[src/hw/rtl/platform_power_sequencer_assert.svh]
// Assertion helpers for the power sequencer. Both sample on clock and are
// disabled while reset is high.
`ifndef PLATFORM_POWER_SEQUENCER_ASSERT_SVH
`define PLATFORM_POWER_SEQUENCER_ASSERT_SVH

// Same-cycle implication.
`define PPS_CHECK(lbl, ante, cons) \
   lbl: assert property (@(posedge clock) disable iff (reset) (ante) |-> (cons)) \
      else $error("power sequencer check failed");

// Next-cycle implication.
`define PPS_CHECK_NEXT(lbl, ante, cons) \
   lbl: assert property (@(posedge clock) disable iff (reset) (ante) |=> (cons)) \
      else $error("power sequencer check failed");

`endif

[src/hw/rtl/pps_pkg.sv]
`default_nettype none

package pps_pkg;

   localparam int unsigned COUNT_WIDTH      = 16;
   localparam int unsigned TICKS_PER_SECOND = 1000;
   localparam logic [COUNT_WIDTH-1:0] COUNT_MAX = '1;

   localparam int unsigned SUB_W   = 4;
   localparam int unsigned RAIL_W  = 12;
   localparam int unsigned CODE_W  = 4;
   localparam int unsigned HOOK_W  = 3;
   localparam int unsigned CSR_IW  = 2;
   localparam int unsigned CSR_DW  = 16;

   // fixed delays of the rail sequences, in ticks
   localparam int unsigned DLY_5  = 5;
   localparam int unsigned DLY_10 = 10;
   localparam int unsigned DLY_20 = 20;
   localparam int unsigned DLY_30 = 30;
   localparam int unsigned DLY_50 = 50;

   localparam logic [7:0]  BOOT_WAIT_DEFAULT = 8'd9;
   localparam logic [15:0] PG_TIMEOUT_DEFAULT = 16'd100;

   // register indexes
   localparam logic [CSR_IW-1:0] CSR_BOOT_WAIT  = 2'd0;
   localparam logic [CSR_IW-1:0] CSR_S5_WAIT    = 2'd1;
   localparam logic [CSR_IW-1:0] CSR_PG_TIMEOUT = 2'd2;

   // rail bits
   localparam logic [RAIL_W-1:0] R_SUSP      = 12'h001;
   localparam logic [RAIL_W-1:0] R_VCCST     = 12'h002;
   localparam logic [RAIL_W-1:0] R_VRON      = 12'h004;
   localparam logic [RAIL_W-1:0] R_PCHPWROK  = 12'h008;
   localparam logic [RAIL_W-1:0] R_SYSPWROK  = 12'h010;
   localparam logic [RAIL_W-1:0] R_SYSON     = 12'h020;
   localparam logic [RAIL_W-1:0] R_RSMRST    = 12'h040;
   localparam logic [RAIL_W-1:0] R_DPWROK    = 12'h080;
   localparam logic [RAIL_W-1:0] R_PWRBTN    = 12'h100;
   localparam logic [RAIL_W-1:0] R_AC        = 12'h200;
   localparam logic [RAIL_W-1:0] R_PCHEN     = 12'h400;
   localparam logic [RAIL_W-1:0] R_PROCHOT   = 12'h800;
   localparam logic [RAIL_W-1:0] R_G3_MASK   = 12'h3FF;

   // external state codes
   localparam logic [CODE_W-1:0] PS_G3   = 4'd0;
   localparam logic [CODE_W-1:0] PS_G3S5 = 4'd1;
   localparam logic [CODE_W-1:0] PS_S5   = 4'd2;
   localparam logic [CODE_W-1:0] PS_S5S3 = 4'd3;
   localparam logic [CODE_W-1:0] PS_S3   = 4'd4;
   localparam logic [CODE_W-1:0] PS_S3S0 = 4'd5;
   localparam logic [CODE_W-1:0] PS_S0   = 4'd6;
   localparam logic [CODE_W-1:0] PS_S0S3 = 4'd7;
   localparam logic [CODE_W-1:0] PS_S3S5 = 4'd8;
   localparam logic [CODE_W-1:0] PS_S5G3 = 4'd9;

   // hook events
   localparam logic [HOOK_W-1:0] HK_NONE     = 3'd0;
   localparam logic [HOOK_W-1:0] HK_STARTUP  = 3'd1;
   localparam logic [HOOK_W-1:0] HK_RESUME   = 3'd2;
   localparam logic [HOOK_W-1:0] HK_SUSPEND  = 3'd3;
   localparam logic [HOOK_W-1:0] HK_SHUTDOWN = 3'd4;

   typedef enum logic [9:0] {
      ST_G3   = 10'b00_0000_0001,
      ST_G3S5 = 10'b00_0000_0010,
      ST_S5   = 10'b00_0000_0100,
      ST_S5S3 = 10'b00_0000_1000,
      ST_S3   = 10'b00_0001_0000,
      ST_S3S0 = 10'b00_0010_0000,
      ST_S0   = 10'b00_0100_0000,
      ST_S0S3 = 10'b00_1000_0000,
      ST_S3S5 = 10'b01_0000_0000,
      ST_S5G3 = 10'b10_0000_0000
   } pwr_state_type;

   typedef struct packed {
      logic boot_wait_restore;
   } csr_ctl_type;

   typedef struct packed {
      logic [7:0]  boot_wait_seconds;
      logic        s5_wait_always;
      logic [15:0] pg_timeout_ms;
   } cfg_type;

   typedef struct packed {
      logic slp_s3_released;
      logic slp_s4_released;
      logic slp_sus_released;
      logic good_3v5v;
      logic good_aux_vr;
      logic good_core_vr;
      logic power_on_request;
      logic force_off_request;
      logic espi_reset_seen;
      logic throttle_request;
   } req_type;

   typedef struct packed {
      pwr_state_type          state;
      logic [SUB_W-1:0]       sub_step;
      logic [COUNT_WIDTH-1:0] wait_count;
      logic [7:0]             s5_tries;
      logic                   s5_power_up;
      logic                   forcing_off;
      logic                   custom_forcing_off;
      logic [RAIL_W-1:0]      rails;
   } seq_state_type;

   typedef struct packed {
      logic [CODE_W-1:0] acpi_state;
      logic [RAIL_W-1:0] rail_drive;
      logic [HOOK_W-1:0] hook_event;
      logic              release_button;
      logic              led_off;
      logic              sequence_failed;
   } rsp_type;

   function automatic logic [CODE_W-1:0] state_code(input pwr_state_type s);
      logic [CODE_W-1:0] c;
      unique case (s)
         ST_G3:   c = PS_G3;
         ST_G3S5: c = PS_G3S5;
         ST_S5:   c = PS_S5;
         ST_S5S3: c = PS_S5S3;
         ST_S3:   c = PS_S3;
         ST_S3S0: c = PS_S3S0;
         ST_S0:   c = PS_S0;
         ST_S0S3: c = PS_S0S3;
         ST_S3S5: c = PS_S3S5;
         ST_S5G3: c = PS_S5G3;
         default: c = PS_G3;
      endcase
      return c;
   endfunction

   function automatic logic state_is_off(input pwr_state_type s);
      return (s == ST_G3) || (s == ST_G3S5) || (s == ST_S5) || (s == ST_S5G3);
   endfunction

   // counter has reached n ticks, or saturated
   function automatic logic delay_hit(input logic [COUNT_WIDTH-1:0] cnt,
                                      input int unsigned n);
      return (32'(cnt) >= n) || (cnt == COUNT_MAX);
   endfunction

endpackage

`default_nettype wire

[src/hw/rtl/pps_csr.sv]
`default_nettype none

module pps_csr (
   input  wire logic                        clock,
   input  wire logic                        reset,
   input  wire logic                        csr_write,
   input  wire logic [pps_pkg::CSR_IW-1:0]  csr_index,
   input  wire logic [pps_pkg::CSR_DW-1:0]  csr_data,
   input  wire pps_pkg::csr_ctl_type        ctl,
   output pps_pkg::cfg_type                 cfg
);
   import pps_pkg::*;

   cfg_type cfg_ff, cfg_in;

   always_comb begin
      cfg_in = cfg_ff;
      if (csr_write) begin
         unique case (csr_index)
            CSR_BOOT_WAIT:  cfg_in.boot_wait_seconds = csr_data[7:0];
            CSR_S5_WAIT:    cfg_in.s5_wait_always    = csr_data[0];
            CSR_PG_TIMEOUT: cfg_in.pg_timeout_ms     = csr_data[15:0];
            default: ;
         endcase
      end
      // retry give-up restores the boot wait defaults
      if (ctl.boot_wait_restore) begin
         cfg_in.boot_wait_seconds = BOOT_WAIT_DEFAULT;
         cfg_in.s5_wait_always    = 1'b0;
      end
   end

   always_ff @(posedge clock) begin
      if (reset) begin
         cfg_ff.boot_wait_seconds <= BOOT_WAIT_DEFAULT;
         cfg_ff.s5_wait_always    <= 1'b0;
         cfg_ff.pg_timeout_ms     <= PG_TIMEOUT_DEFAULT;
      end else begin
         cfg_ff <= cfg_in;
      end
   end

   assign cfg = cfg_ff;

endmodule

`default_nettype wire

[config.mk]
export PLATFORM = sky130hd
export DESIGN_NAME = pps_csr
export DESIGN_NICKNAME = d
export VERILOG_FILES = /design/src/hw/rtl/platform_power_sequencer_assert.svh /design/src/hw/rtl/pps_pkg.sv /design/src/hw/rtl/pps_csr.sv
export SDC_FILE = /design/constraint.sdc
export NUM_CORES = 1
export LEC_CHECK = 0
export BUFFER_PORTS_ARGS = -buffer_cell sky130_fd_sc_hd__buf_2
export CAP_MARGIN = 20
export CORE_MARGIN = 3
export CORE_UTILIZATION = 25
export CTS_CLUSTER_SIZE = 20
export DETAILED_ROUTE_END_ITERATION = 16
export MAX_ROUTING_LAYER = met4
export PLACE_DENSITY = 0.56
export SLEW_MARGIN = 20
export SYNTH_ARGS = -nofsm -noshare
export SYNTH_HDL_FRONTEND = slang
export SYNTH_SLANG_ARGS = --single-unit
[constraint.sdc]
create_clock -name clock -period 1.2 [get_ports clock]
set_clock_uncertainty 0.2 [all_clocks]
set_input_delay 0.18 -clock clock [delete_from_list [all_inputs] [get_ports clock]]
set_output_delay 0.18 -clock clock [all_outputs]
set_load 0.005 [all_outputs]
Word level (Yosys, flattened, before mapping) --
Cells that the tools add are included.
Cells by class: add/sub/neg operators 0, shift-type cells 0, magnitude comparators 0, muxes and demuxes 0, multiply operators 0, reduce and logical (&&, ||, !) cells 5, divide/modulo/power cells 0, eq/ne operators 2, bitwise logic cells 0
Operator list (count):
- AND reduction 2 bit | 3
- equality test 2 x 1 -> 1 bit (second input constant) | 1
- equality test 2 bit (second input constant) | 1
- zero test 2 bit | 1
- OR reduction 2 bit | 1
Storage, ports and cells: register bits after elaboration 25, bits in read-only memories 0, latch bits 0, output and inout bits 25, bits in writable memories 0, memories kept 0

Logic depth before layout (Yosys ltp) --
word-level depth 2, gate-level depth with buffers 4, depth with buffers taken out 2

Worst setup path before layout --
No wires, ideal clock.
path type input to register, from in csr_index[1] in the netlist's numbering, to reg cfg_ff, in the netlist cfg[18], library setup time 0.121 ns, arrival time 0.899 ns, path buffers 0, slack -0.020 ns, required time 0.879 ns, cell stages on the path 2, cells stage by stage nor3b_4 mux2_2
On the way: longest elaborated chain between the ends 2
Ends and longest elaborated chain:
- start: declaration | RTL line pps_csr.sv:7 | input wire logic [pps_pkg::CSR_IW-1:0] csr_index,
- zero test 2 bit | RTL line pps_csr.sv:19 | unique case (csr_index)
- AND reduction 2 bit (no source line)
- end signal: assignment | RTL line pps_csr.sv:39 | cfg_ff <= cfg_in;
- end: declaration | RTL line pps_csr.sv:14 | cfg_type cfg_ff, cfg_in;
Every way passes these cells. A chain may end at the register's enable or synchronous reset.

==> flow_summary_export.csv <==
group,metric,value,unit
status,outcome,"completed",
synth,synthesis.area_per_instance,10.42,µm²
global_routing,grt_start_max_net_pins,28,
global_routing,gr-usage-all-layers,11.01,%
placement,place_hpwl,2140,µm
synth,yosys-top-cells-area,"dfxtp_1 43%, mux2i_1 15%, nand2b_1 14%",
synth,synth_compound_gate_area_share,0,%
worst_setup_path,worstPathCellList,"dlygate4sd3_1 > buf_2 > nor3_2 > mux2i_1",
synth,combinational_family_with_the_most_area_after_synthesis,"simple AND/OR/NAND/NOR gates",
final_layout,largest_register_ffs,25,
floorplanning,std_cell_rows,24,
final_layout,fin_util,38.03,%
sta,hold_viol,0,
sta,period_needed,1145,ps
floorplanning,core_region_area,0.004444,mm²
detailed_routing,dr.pass1.iters,4,
synth,netlist_instances,112,
floorplanning,ioPinCount,47,
final_layout,stdcell_area,0.001690,mm²
global_routing,grt_pass1_vias,1027,
floorplanning,die_h,74.34,µm
sta,setup_viol,0,
worst_setup_path,cp-start-kind,"primary input",
worst_setup_path,worstReg2RegEnd,"cfg[24]",
worst_setup_path,required_time_reported_for_the_critical_path_endpoint,1150,ps
sta,fin_crit_sh,95.42,%
sta,grt_setup_unrepaired,"false",
detailed_routing,num_vias,996,
detailed_routing,remaining_drc_errors,0,
final_layout,post_layout_nonfiller_instances,227,
hold_path,worst_hold_path.num_cells,3,
synth,post_synth_fa_ha_maj_area_fraction,0,%
final_layout,numnets_final,198,
sta,slew_headroom,78.91,%
cts,cts_max_path_buffers,2,
pwr,power,1604,µW
synth,synth.cells.most_frequent,"26 x nand2b_1, 25 x dfxtp_1, 18 x mux2i_1",
placement,dpl_cell_area,0.001490,mm²
sta,worst_hold_slack,16.35,ps
cts,cts_tree,"done",
worst_setup_path,maximum_fanout_along_the_worst_path,2,
synth,synth_unique_cells,14,
global_routing,global_route_wire_length_before_repair,4567,µm
detailed_routing,ant_nets,0,
worst_setup_path,worst-setup-path-type,"primary input to flip-flop",
hold_path,hold_class,"primary input to flip-flop",
hold_path,min-delay-start,"csr_data[5]",
placement,globalplace.congestion,0.6827,
floorplanning,floorplan.die_area,0.005526,mm²
global_routing,globalRoute.totalOverflow,0,
detailed_routing,totalWireLength,2851,µm
placement,placedCellCount,208,
worst_setup_path,timing.reg2reg.worst_path_depth,2,
detailed_routing,routed_via_density,4.388,
cts,cts.sinks,25,
sta,worst_pin_slew,316.4,ps
synth,synth.cell_area,0.001167,mm²
synth,synthFlopType,"dfxtp_1",
cts,clk-insertion-delay-late,260,ps
synth,synth_warnings,0,
synth,synth-seq-cells,25,
cts,cts-buffers-inserted,3,
cts,clock_tree.root_cell,"clkbuf_8",
pwr,ir_drop,706.8,µV
synth,synth.yosys.seq_area_share,42.87,%
sta,fmax,873.3,MHz
hold_path,hold_path_end,"cfg[5]",
cts,cts.reportedPaths.clkPinSlew,80,ps
synth,yosys.area_share.simple,29.58,%
final_layout,antenna-diode-count,0,
floorplanning,die_w,74.34,µm
detailed_routing,drt_iter0_markers,18,
worst_setup_path,worst_r2r_startpoint,"cfg[24]",
final_layout,layout-drive-gt1-share,37.14,%
synth,postSynthNetCount,134,
worst_setup_path,setup.worst_path.end_class,"flip-flop",
worst_setup_path,r2r_slack,180,ps
synth,synth_xor_xnor_area_share,0,%
sta,final_max_slew_viol_count,0,
synth,async_reset_ff_share,0,%
global_routing,antenna_found_initial,0,
synth,post_synth_mux_area_share,22.19,%
synth,yosysMostFrequentCell,"nand2b_1",
pwr,power_leakage,0.0007173,µW
worst_setup_path,critical_path.slowest_cell,"dlygate4sd3_1",
final_layout,fillCellCount,461,
synth,synth_top_cell_area_share,42.87,%
pwr,p_per_area,948.7,mW/mm²
worst_setup_path,cp.arrival,1100,ps
run,max-cap-violations,0,
floorplanning,initial_utilization,26.27,%
synth,yosysTopAreaCell,"dfxtp_1",
detailed_routing,avgRoutedWirePerCell,12.56,µm
cts,cts_h_tree_lvls,1,
placement,port_buffers,46,
worst_setup_path,critical_path.max_stage_delay,530,ps
synth,synth_enable_flop_cells,0,
final_layout,area.growth.synth_to_final,44.80,%
## worst max-delay path by stage
stage                     cells past startpoint  endpoint         start
after floorplan                               2   cfg[18]  csr_index[1]
after global placement                        4   cfg[22]  csr_index[1]
after detailed placement                      4   cfg[23]  csr_index[1]
after CTS                                     4   cfg[20]   csr_data[3]
after global routing                          4   cfg[20]   csr_data[3]
final                                         4   cfg[20]   csr_data[3]
## layout by cell type, fill, tap and decap left out, drive strengths merged
| cell | instances |
|---|---|
| and3b | 1 |
| buf | 53 |
| clkbuf | 4 |
| dfxtp | 25 |
| dlygate4sd3 | 15 |
| mux2 | 7 |
| mux2i | 18 |
| nand2b | 26 |
| nand3b | 1 |
| nor2 | 6 |
| nor3 | 4 |
| nor3b | 15 |
## power breakdown
group / internal, µW / switching [µW]
Clock: 237 / 252
Combinational: 149 / 103
Sequential: 852 / 11.0
## cell type report
type / count / area, µm² / area share [%]
Sequential cell: 25 / 500.5 / 29.61
Timing Repair Buffer: 68 / 470.5 / 27.83
Tap cell: 52 / 65.06 / 3.849
Clock buffer: 4 / 45.04 / 2.665
Multi-Input combinational cell: 78 / 609.3 / 36.05
## through the flow
step                      setup WS, ps  setup TNS, ps
after CTS                        18.80              0
final                            54.95              0
after global routing             6.344              0
after detailed placement        -136.3          -1348
after floorplan                 -19.87         -119.2
after global placement          -103.7         -620.2
## per-layer routing
metal | up-vias | wire, µm | track usage (%)
met1 | 454 | 1285 | 12.98
met5 | - | 0 | -
met4 | 0 | 14 | 1.779
li1 | 501 | - | -
met3 | 6 | 172 | 3.784
met2 | 35 | 1378 | 18.50
## logic make-up (layout without fill, tap and decap cells)
logic type             count (synthesis)  in the layout
and+or+nand+nor                       53             53
buffers and inverters                  9             72
DFF                                   25             25
muxes                                 25             25
## repair_timing
action | in CTS | in global routing
hold buffers | 13 | 2
resized for setup | 0 | 1
endpoints found under the setup margin | 0 | 1
hold endpoints to repair | 13 | 2
buffers inserted | 0 | 0
## critical path: cells and delay by family
family                 cells  cell delay, ps
buffers and inverters      2             660
AND/OR/NAND/NOR            1             170
multiplexers               1              90
Note: power is estimated with default switching activity, not from simulation.
